File: config.mk
export PLATFORM = sky130hd
export DESIGN_NAME = sequential_calculator_dfa_top
export DESIGN_NICKNAME = d
export VERILOG_FILES = /design/src/hdl/sqc_pkg.sv /design/src/hdl/sequential_calculator_dfa_top.sv /design/src/hdl/sqc_fold.sv
export SDC_FILE = /design/constraint.sdc
export NUM_CORES = 1
export LEC_CHECK = 0
export BUFFER_PORTS_ARGS = -buffer_cell sky130_fd_sc_hd__buf_2
export CORE_ASPECT_RATIO = 0.8
export CORE_UTILIZATION = 25
export CTS_CLUSTER_SIZE = 40
export DETAILED_ROUTE_END_ITERATION = 16
export PLACE_DENSITY = 0.44
export SLEW_MARGIN = 20
export SYNTH_ARGS = -nofsm -noshare
export SYNTH_HDL_FRONTEND = slang
export SYNTH_HIERARCHICAL = 1
export SYNTH_SLANG_ARGS = --single-unit
export TNS_END_PERCENT = 30
File: constraint.sdc
create_clock -name clk -period 7.34 [get_ports clk]
set_input_delay 0.367 -clock clk [delete_from_list [all_inputs] [get_ports clk]]
set_output_delay 0.367 -clock clk [all_outputs]
set_load 0.01 [all_outputs]
File: src/hdl/sqc_pkg.sv
// Shared types, character codes and acceptor table for the sequential calculator.
package sqc_pkg;

  typedef enum logic [1:0] {
    OP_PLUS,
    OP_MINUS,
    OP_TIMES,
    OP_DIVIDE
  } op_t;

  typedef enum logic [1:0] {
    CLS_DIGIT,
    CLS_OPER,
    CLS_OTHER
  } cls_t;

  typedef enum logic [1:0] {
    AS_ACCEPT,
    AS_AFTER_OP,
    AS_DEAD
  } acc_state_t;

  typedef enum logic [2:0] {
    CS_IDLE,
    CS_DECODE,
    CS_START_A,
    CS_WAIT_A,
    CS_START_B,
    CS_WAIT_B,
    CS_EMIT
  } ctl_state_t;

  typedef enum logic [2:0] {
    FS_IDLE,
    FS_ADD,
    FS_MUL,
    FS_NEG_A,
    FS_NEG_B,
    FS_DIV,
    FS_NEG_Q,
    FS_DONE
  } fold_state_t;

  typedef struct packed {
    logic start;
    op_t  op;
  } fold_req_t;

  typedef struct packed {
    logic idle;
    logic done;
    logic div_zero;
  } fold_rsp_t;

  localparam logic [7:0] CH_PLUS   = 8'h2B;
  localparam logic [7:0] CH_MINUS  = 8'h2D;
  localparam logic [7:0] CH_TIMES  = 8'h2A;
  localparam logic [7:0] CH_DIVIDE = 8'h2F;
  localparam logic [7:0] CH_ZERO   = 8'h30;
  localparam logic [7:0] CH_NINE   = 8'h39;

  localparam logic [1:0] STATUS_IGNORED = 2'd3;

  function automatic cls_t classify(input logic [7:0] ch);
    if (ch >= CH_ZERO && ch <= CH_NINE) begin
      return CLS_DIGIT;
    end else if (ch == CH_PLUS || ch == CH_MINUS || ch == CH_TIMES || ch == CH_DIVIDE) begin
      return CLS_OPER;
    end else begin
      return CLS_OTHER;
    end
  endfunction

  function automatic op_t op_of(input logic [7:0] ch);
    case (ch)
      CH_PLUS:  return OP_PLUS;
      CH_MINUS: return OP_MINUS;
      CH_TIMES: return OP_TIMES;
      default:  return OP_DIVIDE;
    endcase
  endfunction

  // acceptor transitions: rows by state, columns by character class
  function automatic acc_state_t next_accept(input acc_state_t s, input cls_t c);
    case (s)
      AS_ACCEPT: begin
        case (c)
          CLS_DIGIT: return AS_ACCEPT;
          CLS_OPER:  return AS_AFTER_OP;
          default:   return AS_DEAD;
        endcase
      end
      AS_AFTER_OP: begin
        case (c)
          CLS_DIGIT: return AS_ACCEPT;
          default:   return AS_DEAD;
        endcase
      end
      default: return AS_DEAD;
    endcase
  endfunction

endpackage

File: src/hdl/sequential_calculator_dfa_top.sv
// Top level: character decode, acceptor, expression state and result register.
//
//  channel | signals                                        | accepted when
//  --------+------------------------------------------------+----------------------
//  in      | in_valid in_ready char_code last_char          | in_valid & in_ready
//  out     | out_valid out_ready status done_res            | out_valid & out_ready
//          | total_value div_zero                           |
//
//  One item at a time; in_ready is high only while the controller is idle.
//  Every fold runs on the one shared adder in sqc_fold. An operator that ends
//  the expression folds twice. A full result register stalls the controller.
//  Synchronous reset returns the expression state to its start values.
module sequential_calculator_dfa_top import sqc_pkg::*; #(
  parameter int VALUE_WIDTH = 32
) (
  input  logic        clk,
  input  logic        rst,
  input  logic        in_valid,
  output logic        in_ready,
  input  logic [7:0]  char_code,
  input  logic        last_char,
  output logic        out_valid,
  input  logic        out_ready,
  output logic [1:0]  status,
  output logic        done_res,
  output logic [31:0] total_value,
  output logic        div_zero
);

  localparam int W = VALUE_WIDTH;

  ctl_state_t   state, state_next;
  acc_state_t   accept_state, accept_nxt;
  cls_t         item_cls;
  logic [7:0]   item_char;
  logic         item_last;
  logic [W-1:0] running_total;
  logic [W-1:0] operand_accum;
  op_t          pending_op;
  logic         skip_rest;
  logic         zero_div_seen;
  logic         res_done;
  logic         res_skip;
  logic         slot_free;

  fold_req_t    fold_req;
  fold_rsp_t    fold_rsp;
  logic [W-1:0] fold_result;

  sqc_fold #(.VALUE_WIDTH(VALUE_WIDTH)) u_fold (
    .clk    (clk),
    .rst    (rst),
    .req    (fold_req),
    .opnd_a (running_total),
    .opnd_b (operand_accum),
    .rsp    (fold_rsp),
    .result (fold_result)
  );

  assign item_cls   = classify(item_char);
  assign accept_nxt = next_accept(accept_state, item_cls);
  assign slot_free  = !out_valid || out_ready;

  always_comb begin
    state_next = state;
    case (state)
      CS_IDLE:   if (in_valid) state_next = CS_DECODE;
      CS_DECODE: begin
        if (skip_rest) begin
          state_next = CS_EMIT;
        end else if (item_cls == CLS_OPER) begin
          state_next = CS_START_A;
        end else if (accept_nxt == AS_DEAD || item_last) begin
          state_next = CS_START_B;
        end else begin
          state_next = CS_EMIT;
        end
      end
      CS_START_A: state_next = CS_WAIT_A;
      CS_WAIT_A: begin
        if (fold_rsp.done) begin
          state_next = (accept_nxt == AS_DEAD || item_last) ? CS_START_B : CS_EMIT;
        end
      end
      CS_START_B: state_next = CS_WAIT_B;
      CS_WAIT_B:  if (fold_rsp.done) state_next = CS_EMIT;
      CS_EMIT:    if (slot_free) state_next = CS_IDLE;
      default:    state_next = CS_IDLE;
    endcase
  end

  always_comb begin
    in_ready       = (state == CS_IDLE);
    fold_req.start = (state == CS_START_A) || (state == CS_START_B);
    fold_req.op    = pending_op;
  end

  always_ff @(posedge clk) begin
    if (rst) begin
      state         <= CS_IDLE;
      accept_state  <= AS_ACCEPT;
      running_total <= '0;
      operand_accum <= '0;
      pending_op    <= OP_PLUS;
      skip_rest     <= 1'b0;
      zero_div_seen <= 1'b0;
      res_done      <= 1'b0;
      res_skip      <= 1'b0;
      out_valid     <= 1'b0;
    end else begin
      state <= state_next;
      // the emit state loads a new item into the slot itself
      if (out_valid && out_ready && state != CS_EMIT) begin
        out_valid <= 1'b0;
      end
      case (state)
        CS_IDLE: begin
          if (in_valid) begin
            item_char <= char_code;
            item_last <= last_char;
            res_done  <= 1'b0;
            res_skip  <= 1'b0;
          end
        end
        CS_DECODE: begin
          if (skip_rest) begin
            res_skip <= 1'b1;
          end else if (item_cls != CLS_OPER) begin
            accept_state <= accept_nxt;
            if (item_cls == CLS_DIGIT) begin
              // x*10 + digit as two shifted adds, wrapping at the value width
              operand_accum <= (operand_accum << 3) + (operand_accum << 1)
                             + W'(4'(item_char - CH_ZERO));
            end
          end
        end
        CS_WAIT_A: begin
          if (fold_rsp.done) begin
            running_total <= fold_result;
            zero_div_seen <= zero_div_seen | fold_rsp.div_zero;
            pending_op    <= op_of(item_char);
            operand_accum <= '0;
            accept_state  <= accept_nxt;
          end
        end
        CS_WAIT_B: begin
          if (fold_rsp.done) begin
            running_total <= fold_result;
            zero_div_seen <= zero_div_seen | fold_rsp.div_zero;
            operand_accum <= '0;
            res_done      <= 1'b1;
          end
        end
        CS_EMIT: begin
          if (slot_free) begin
            out_valid   <= 1'b1;
            status      <= res_skip ? STATUS_IGNORED : 2'(accept_state);
            done_res    <= res_done;
            total_value <= 32'(signed'(running_total));
            div_zero    <= zero_div_seen;
            if (item_last) begin
              accept_state  <= AS_ACCEPT;
              running_total <= '0;
              operand_accum <= '0;
              pending_op    <= OP_PLUS;
              skip_rest     <= 1'b0;
              zero_div_seen <= 1'b0;
            end else if (res_done) begin
              skip_rest <= 1'b1;
            end
          end
        end
        default: begin
          res_skip <= res_skip;
        end
      endcase
    end
  end

  a_busy_after_accept: assert property (@(posedge clk) disable iff (rst)
    (in_valid && in_ready) |=> !in_ready)
    else $error("input taken while an item is in progress");

  a_skip_means_dead: assert property (@(posedge clk) disable iff (rst)
    skip_rest |-> (accept_state == AS_DEAD))
    else $error("skipping characters without a dead acceptor");

  a_fold_start_idle: assert property (@(posedge clk) disable iff (rst)
    fold_req.start |-> fold_rsp.idle)
    else $error("fold started while the unit is busy");

  a_ignored_not_done: assert property (@(posedge clk) disable iff (rst)
    out_valid |-> !(done_res && status == STATUS_IGNORED))
    else $error("ignored character flagged as end of expression");

  a_done_while_waiting: assert property (@(posedge clk) disable iff (rst)
    fold_rsp.done |-> (state == CS_WAIT_A || state == CS_WAIT_B))
    else $error("fold finished with no one waiting");

endmodule

File: src/hdl/sqc_fold.sv
// Shared add/subtract unit with sequencer: add, shift-add multiply, restoring divide.
module sqc_fold import sqc_pkg::*; #(
  parameter int VALUE_WIDTH = 32
) (
  input  logic                   clk,
  input  logic                   rst,
  input  fold_req_t              req,
  input  logic [VALUE_WIDTH-1:0] opnd_a,
  input  logic [VALUE_WIDTH-1:0] opnd_b,
  output fold_rsp_t              rsp,
  output logic [VALUE_WIDTH-1:0] result
);

  localparam int W  = VALUE_WIDTH;
  localparam int CW = $clog2(VALUE_WIDTH);

  fold_state_t    state, state_next;
  op_t            op;
  logic [W-1:0]   x;      // operand a, product, dividend/quotient
  logic [W-1:0]   y;      // operand b, multiplier, divisor
  logic [W:0]     acc;    // multiplicand or remainder
  logic [CW-1:0]  cnt;
  logic           neg;
  logic           zflag;

  logic [W:0]     add_a, add_b;
  logic           add_sub;
  logic [W+1:0]   sum;
  logic           last_step;

  assign sum = {1'b0, add_a} + {1'b0, (add_sub ? ~add_b : add_b)} + (W+2)'(add_sub);
  assign last_step = (cnt == CW'(W - 1));
  assign result = x;

  always_comb begin
    state_next = state;
    case (state)
      FS_IDLE: begin
        if (req.start) begin
          case (req.op)
            OP_PLUS, OP_MINUS: state_next = FS_ADD;
            OP_TIMES:          state_next = FS_MUL;
            default: begin
              if (opnd_b == '0)          state_next = FS_DONE;
              else if (opnd_a[W-1])      state_next = FS_NEG_A;
              else if (opnd_b[W-1])      state_next = FS_NEG_B;
              else                       state_next = FS_DIV;
            end
          endcase
        end
      end
      FS_ADD:   state_next = FS_DONE;
      FS_MUL:   if (last_step) state_next = FS_DONE;
      FS_NEG_A: state_next = y[W-1] ? FS_NEG_B : FS_DIV;
      FS_NEG_B: state_next = FS_DIV;
      FS_DIV:   if (last_step) state_next = neg ? FS_NEG_Q : FS_DONE;
      FS_NEG_Q: state_next = FS_DONE;
      FS_DONE:  state_next = FS_IDLE;
      default:  state_next = FS_IDLE;
    endcase
  end

  always_comb begin
    add_a   = '0;
    add_b   = '0;
    add_sub = 1'b0;
    case (state)
      FS_ADD: begin
        add_a   = {1'b0, x};
        add_b   = {1'b0, y};
        add_sub = (op == OP_MINUS);
      end
      FS_MUL: begin
        add_a = {1'b0, x};
        add_b = {1'b0, acc[W-1:0]};
      end
      FS_NEG_A, FS_NEG_Q: begin
        add_b   = {1'b0, x};
        add_sub = 1'b1;
      end
      FS_NEG_B: begin
        add_b   = {1'b0, y};
        add_sub = 1'b1;
      end
      FS_DIV: begin
        add_a   = {acc[W-1:0], x[W-1]};
        add_b   = {1'b0, y};
        add_sub = 1'b1;
      end
      default: begin
        add_sub = 1'b0;
      end
    endcase
    rsp.idle     = (state == FS_IDLE);
    rsp.done     = (state == FS_DONE);
    rsp.div_zero = zflag;
  end

  always_ff @(posedge clk) begin
    if (rst) begin
      state <= FS_IDLE;
      zflag <= 1'b0;
    end else begin
      state <= state_next;
      case (state)
        FS_IDLE: begin
          if (req.start) begin
            op    <= req.op;
            x     <= opnd_a;
            y     <= opnd_b;
            acc   <= '0;
            cnt   <= '0;
            neg   <= opnd_a[W-1] ^ opnd_b[W-1];
            zflag <= (req.op == OP_DIVIDE) && (opnd_b == '0);
            if (req.op == OP_TIMES) begin
              x   <= '0;
              acc <= {1'b0, opnd_a};
            end
          end
        end
        FS_ADD: x <= sum[W-1:0];
        FS_MUL: begin
          if (y[0]) begin
            x <= sum[W-1:0];
          end
          acc <= {acc[W-1:0], 1'b0};
          y   <= {1'b0, y[W-1:1]};
          cnt <= cnt + 1'b1;
        end
        FS_NEG_A, FS_NEG_Q: x <= sum[W-1:0];
        FS_NEG_B: y <= sum[W-1:0];
        FS_DIV: begin
          // carry out set means the shifted remainder covers the divisor
          acc <= sum[W+1] ? sum[W:0] : add_a;
          x   <= {x[W-2:0], sum[W+1]};
          cnt <= cnt + 1'b1;
        end
        default: begin
          cnt <= cnt;
        end
      endcase
    end
  end

endmodule
==> results.json, run 1 <==
{
  "status": "complete, no violations",
  "rows": 80,
  "via_per_inst": 5.28,
  "grt_max_degree": 63,
  "cpPeakStageDelay_ns": 1.07,
  "syn_area_per_cell_um2": 8.97,
  "post-synth-top-count-cell": "a21oi_1",
  "cts_setup_buffers": 0,
  "yosysSeqAreaShare_pct": 39.7,
  "arrival_ns": 6.26,
  "numCtsBuffers": 29,
  "drt-initial-drc-count": 992,
  "yosys_register_bits": 229,
  "synth_flop_cell": "edfxtp_1",
  "syn2layout_area_growth_pct": 13.7,
  "cts.repair.resized": 0,
  "synth_edf_count": 149,
  "crit_path_end_kind": "register",
  "start_kind": "register",
  "rrSetupSlack_ns": 1.36,
  "antenna_found_initial": 0,
  "setup_tns_ns": 0,
  "period_share_pct": 81.5,
  "grt_setup_unrepaired": "no",
  "routed_wirelength_mm": 51.2,
  "hold_viol": 0,
  "gp_congestion": 0.875,
  "rr_endpoint": "u_fold/acc[1]",
  "synthTopCellsByArea": "edfxtp_1 29%, dfxtp_1 10%, ha_1 7.6%, a21oi_1 6.8%, nand2_1 4.8%",
  "wl_per_cell_um": 20.4,
  "critPathSlowestCell": "dfxtp_2",
  "hold_path_end": "state[0]",
  "critPathMostFrequentCell": "nand2_1",
  "worstHoldStart": "in_valid",
  "grt.total_usage_pct": 16.3,
  "fmax_mhz": 167,
  "htree_levels": 1,
  "core_mm2": 0.0601,
  "whs_path_depth": 2,
  "ys_warn_count": 6,
  "skew_ns": 0.0342,
  "post-route-min-period_ns": 5.98,
  "grt_pass1_wl_mm": 79.7,
  "antenna_cells": 0,
  "portBuffers": 50,
  "path_max_fanout": 40,
  "cap_violations": 0,
  "die-height_um": 223,
  "vias": 13200,
  "drive_above_1_share_pct": 9.90,
  "peakVddDrop_uv": 225,
  "dp.final_hpwl_mm": 35.0,
  "worstMarginPinSlew_ns": 1.13,
  "syn_area_mm2": 0.0153,
  "slew_headroom_pct": 24.5,
  "cts.sinks": 229,
  "yosysUniqueCellTypes": 83,
  "initial_utilization_pct": 25.5,
  "synth_top_area_share_pct": 29.2,
  "slew_violations": 0,
  "gr-total-overflow": 0,
  "cts_tree": "yes",
  "crit_chain": "nand2_1 -> nor2_4 -> buf_4 -> nand2_1 -> nand2_1 -> ha_1 -> a21oi_1 -> o21ai_0 -> a31oi_1 -> nand4_1 -> o31ai_4 -> a31oi_2 -> a21oi_2 -> buf_4 -> or3_1 -> o211ai_1",
  "io_pins": 51,
  "cellLeakagePower_nw": 6.48,
  "syn_nets": 1816,
  "clk_pin_slew_ns": 0.06,
  "crit_type": "register to register",
  "final_antenna_net_count": 0,
  "cts-root-buf": "clkbuf_16",
  "dieArea_mm2": 0.0622,
  "worstReg2RegStart": "u_fold/state[2]",
  "synth-async-reset-ratio_pct": 0,
  "synth_common_cells": "207 x a21oi_1, 196 x nand2_1, 149 x edfxtp_1, 117 x o21ai_0, 106 x nor2_1",
  "drc": 0,
  "fp.dieW_um": 279,
  "setup_viol": 0,
  "grt_pass1_vias": 13000,
  "hp-class": "input pin to register",
  "ff2ff_path_depth": 16,
  "firstDrtPassIters": 5,
  "layoutNonFillerInstCount": 2506,
  "syn_inst": 1707,
  "powerDensity_mw_per_mm2": 452,
  "clk_latency_ns": 0.59,
  "dpl.cell_count": 2443,
  "crit_required_ns": 7.62,
  "clock_path_buffers": 3,
  "finalNetCount": 1814,
  "yosys.area.top_type": "edfxtp_1"
}
## logic make-up after synthesis
family          Yosys count  synth area share (%)
compound gates          593                  25.0
xor+xnor                 84                  4.81
fa+ha+maj                96                  8.00
buf+inv                 144                  3.79
flops                   229                  39.7
mux                      39                  2.56
simple gates            522                  16.2
## timing repair
action / 4_1_cts / 5_1_grt
hold buffers: 9 / 0
setup endpoints to repair: 0 / 0
endpoints found under the hold margin: 9 / 0
## cell type report
cell class,instances,area [um2]
Sequential cell,229,6080
Inverter,28,105
Clock inverter,17,178
Tap cell,779,975
Multi-Input combinational cell,1334,8770
Timing Repair Buffer,83,541
Clock buffer,36,762
Fill cell,6411,42600
## metal layers
metal  vias up  track usage (%)  part of all wire [%]
met5         -                0                     0
met4         0             4.13                   2.5
met3        69             3.08                   5.4
met2       295             24.4                    42
met1      6434             23.9                    51
li1       6424                -                     -
## placed cells by master (no fill, tap or decap), types with 11 or more instances in the layout
cell	synthesis	final
nor3_1	25	25
nand2_1	196	195
nand3_1	58	58
a22oi_1	92	92
xor2_1	55	55
edfxtp_1	149	149
nand4_1	15	15
or3_1	34	34
buf_4	4	23
xnor2_1	29	29
o211ai_1	21	21
nor4_1	14	14
a21oi_1	207	203
clkbuf_16	0	29
inv_1	27	27
a211oi_1	12	12
dfxtp_1	80	78
a21o_1	22	21
buf_2	8	50
o21ai_0	117	116
nor2b_1	12	11
nor2_1	106	103
ha_1	93	93
mux2i_1	38	38
nand2b_1	18	18
a31oi_1	12	12
## worst max path at each step
stage | startpoint | endpoint | slack [ns] | cells after the start
CTS | u_fold/state[2] | u_fold/acc[1] | 1.41 | 16
global route | u_fold/state[2] | u_fold/acc[1] | 1.01 | 16
finish | u_fold/state[2] | u_fold/acc[1] | 1.36 | 16
floorplan | u_fold/state[1] | u_fold/y[0] | 0.39 | 5
detailed placement | u_fold/state[2] | u_fold/acc[15] | 1.43 | 16
global placement | u_fold/state[2] | u_fold/acc[4] | 1.54 | 16
## through the flow
step / total power [W] / hold WS (ns) / util, % / cell area (um2) / setup slack [ns]
CTS: 0.00786 / 0.0411 / 28.9 / 17400 / 1.41
finish: 0.00787 / 0.0722 / 29.0 / 17400 / 1.36
detailed placement: 0.00637 / 0.429 / 27.2 / 16400 / 1.43
global placement: 0.00635 / 0.418 / 27.2 / 16300 / 1.54
floorplan: 0.00504 / 0.409 / - / 15300 / 0.395
global route: 0.00844 / 0.0621 / 29.0 / 17400 / 1.01
## power breakdown
group          switching [W]  internal [W]
combinational        0.00291       0.00145
clock               0.000606      0.000841
sequential          0.000314       0.00175
total                0.00383       0.00404
## worst max-delay path, delay by kind of cell, from the launching register on
family,cells,cell delay (ns)
and+or+nand+nor,6,1.43
adders and majority gates,1,0.32
AOI/OAI and AO/OA,7,1.98
buffers and inverters,2,0.87
DFF,1,1.07
## state kept, by name, summed over array words and instances, names as in the netlist, 2 cells and up
register,flops
u_fold/y,32
accept_state,2
total_value,32
pending_op,2
state,3
running_total,32
operand_accum,32
item_char,8
u_fold/op,2
u_fold/cnt,5
status,2
u_fold/state,3
u_fold/result,32
u_fold/acc,32
Power figures use the tool's default switching activity.
==> run 2, diff against run 1 <==
- ABC_AREA: unset -> 1
- PLACE_DENSITY: 0.44 -> 0.43
- clock period: 7.34 -> 6.15 ns (I/O delays scaled with it)
==> run 2 against run 1 <==
Compared with the run above: critical path depth increased by 3; first-iteration DRC count increased by 39%; synthesized cell count increased by 24%; flip-flop and latch count unchanged; global-route usage increased by 0.42 points; area after synthesis increased by 3.3%; highest routed layer unchanged; power increased by 16%; largest cell class unchanged; core utilization decreased by 0.30 points; clock skew decreased by 0.021 ns.
==> results.json, run 2 <==
{
  "syn_area_mm2": 0.0158,
  "final_common_cell": "nand2_1",
  "drc": 0,
  "grt_setup_unrepaired": "no",
  "post-route-min-period_ns": 4.69,
  "synth_flop_cell": "edfxtp_1",
  "io_pins": 51,
  "syn_inst": 2110,
  "yosys.area.top_type": "edfxtp_1",
  "gp_congestion": 0.912,
  "fp.dieW_um": 283,
  "syn_nets": 2219,
  "post-synth-top-count-cell": "nand2_1",
  "syn2layout_area_growth_pct": 13.5,
  "clock_path_buffers": 3,
  "cap_violations": 0,
  "routed_wirelength_mm": 54.6,
  "rows": 82,
  "cpPeakStageDelay_ns": 0.55,
  "status": "complete, no violations",
  "place_area_mm2": 0.0170,
  "critPathSlowestCell": "dfxtp_1",
  "slew_violations": 0,
  "slew_headroom_pct": 27.1,
  "antenna_cells": 0,
  "crit_path_end_kind": "register",
  "skew_ns": 0.0136,
  "wl_per_cell_um": 18.2,
  "grt_pass1_vias": 14000,
  "start_kind": "register",
  "cts_setup_buffers": 0,
  "clk_pin_slew_ns": 0.06,
  "path_max_fanout": 25,
  "hold_ws_ns": 0.105,
  "initial_utilization_pct": 25.3,
  "dieArea_mm2": 0.0643,
  "synth_top_area_share_pct": 28.3,
  "synth_common_cells": "504 x nand2_1, 242 x inv_1, 222 x nor2_1, 159 x a21oi_1, 149 x edfxtp_1",
  "cts.repair.resized": 0,
  "setup_viol": 0,
  "cts_tree": "yes",
  "ys_warn_count": 6,
  "power_w": 0.00913,
  "grt.total_usage_pct": 16.8,
  "yosysUniqueCellTypes": 53,
  "finalNetCount": 2252,
  "synth_edf_count": 149,
  "cts-root-buf": "clkbuf_16",
  "mostFrequentLayoutCells": "504 x nand2_1, 241 x inv_1, 219 x nor2_1",
  "yosys_register_bits": 229,
  "hold_viol": 0,
  "peakVddDrop_uv": 290,
  "clk_latency_ns": 0.57,
  "final_antenna_net_count": 0,
  "worstMarginPinSlew_ns": 1.09,
  "powerDensity_mw_per_mm2": 508,
  "critPathMostFrequentCell": "nor2_1",
  "via_per_inst": 4.86,
  "gr-total-overflow": 0,
  "drt-initial-drc-count": 1380,
  "hp-class": "input pin to register",
  "syn_area_per_cell_um2": 7.50,
  "dp.final_hpwl_mm": 39.8,
  "synthTopCellsByArea": "edfxtp_1 28%, nand2_1 12%, dfxtp_1 10%, ha_1 7.4%, inv_1 5.7%",
  "final_util_pct": 28.7,
  "period_share_pct": 76.3,
  "synth-async-reset-ratio_pct": 0,
  "grt_max_degree": 48,
  "fin_area_mm2": 0.0180,
  "yosysSeqAreaShare_pct": 38.4,
  "crit_chain": "nor2_2 -> nand2_1 -> buf_4 -> nor2_1 -> a221oi_1 -> xor2_1 -> ha_1 -> nand2_1 -> nor2_1 -> inv_1 -> nor2_1 -> nor2_1 -> inv_1 -> a21oi_1 -> nand2b_1 -> nand3_2 -> inv_2 -> nor2_1 -> o21ai_1",
  "firstDrtPassIters": 7,
  "drive_above_1_share_pct": 7.99,
  "portBuffers": 50,
  "crit_required_ns": 6.54,
  "antenna_found_initial": 1,
  "fmax_mhz": 213,
  "die-height_um": 227,
  "cts.sinks": 229,
  "core_mm2": 0.0626,
  "cellLeakagePower_nw": 7.73,
  "htree_levels": 1,
  "numCtsBuffers": 28,
  "arrival_ns": 5.08,
  "crit_type": "register to register",
  "setup_tns_ns": 0,
  "grt_pass1_wl_mm": 84.5,
  "vias": 14600
}
## run 2: cell types whose count changed after synthesis, sizes merged, moves of 27 or more
cell,change
a21oi,-43
a22oi,-59
or3,-35
nand3,+81
clkbuf,-38
nand2,+317
nor2,+122
a221oi,+27
mux2i,-38
inv,+224
o21ai,+42
## run 2: final timing paths
path	start	cells past startpoint	slack [ns]	endpoint
max reg2reg	u_fold/state[0]	19	1.46	u_fold/acc[17]
min	out_ready	4	0.11	out_valid
max	u_fold/state[0]	19	1.46	u_fold/acc[17]
min reg2reg	zero_div_seen	0	0.45	div_zero
## run 2: repair_timing
action / in CTS / in global routing
endpoints found under the hold margin: 9 / 0
setup endpoints to repair: 0 / 0
hold buffers: 9 / 0
## run 2: critical path, delay by kind of cell, from the launching register on
family                   cells  cell delay, ns
AND/OR/NAND/NOR             10            1.68
buffers and inverters        4            1.00
AO/OA/AOI/OAI                3            0.73
flip-flops                   1            0.55
adder cells (fa/ha/maj)      1            0.38
XOR/XNOR                     1            0.14
## run 2: cell type report
| type | count | area [um2] |
|---|---|---|
| fillers | 6868 | 44600 |
| multi-input cells | 1547 | 8430 |
| flip-flops and latches | 229 | 6080 |
| well taps | 840 | 1050 |
| inverters | 253 | 955 |
| clock buffers | 36 | 752 |
| repair buffers | 84 | 553 |
| clock inverters | 16 | 133 |
## run 2: cells by family (layout without fill, tap and decap cells)
family	count (synthesis)	after routing	synth area share, %
simple gates	929	929	24.7
compound gates	458	458	17.0
buf+inv	334	389	8.52
flops	229	229	38.4
fa+ha+maj	96	96	7.74
xor+xnor	64	64	3.54
## run 2: layer usage
layer	global-route usage (%)	part of all wire [%]	vias up
met5	0	0	-
met4	3.24	1.7	0
met3	2.73	6.4	53
met2	24.8	40	433
met1	25.3	51	6915
li1	-	-	7210
## run 2: report_power, final
group | switching, W | leakage (nW) | internal [W]
registers | 0.000295 | 2.09 | 0.00214
clock network | 0.000708 | 0.428 | 0.000943
logic | 0.00353 | 5.21 | 0.00151
total | 0.00453 | 7.73 | 0.00460
## run 2: stage by stage
| step | cells | worst slack [ns] |
|---|---|---|
| after floorplan | 2110 | 2.34 |
| after global placement | 2944 | 1.60 |
| after detailed placement | 2944 | 1.58 |
| after CTS | 3005 | 1.54 |
| after global routing | 3005 | 1.06 |
| final | 3005 | 1.46 |
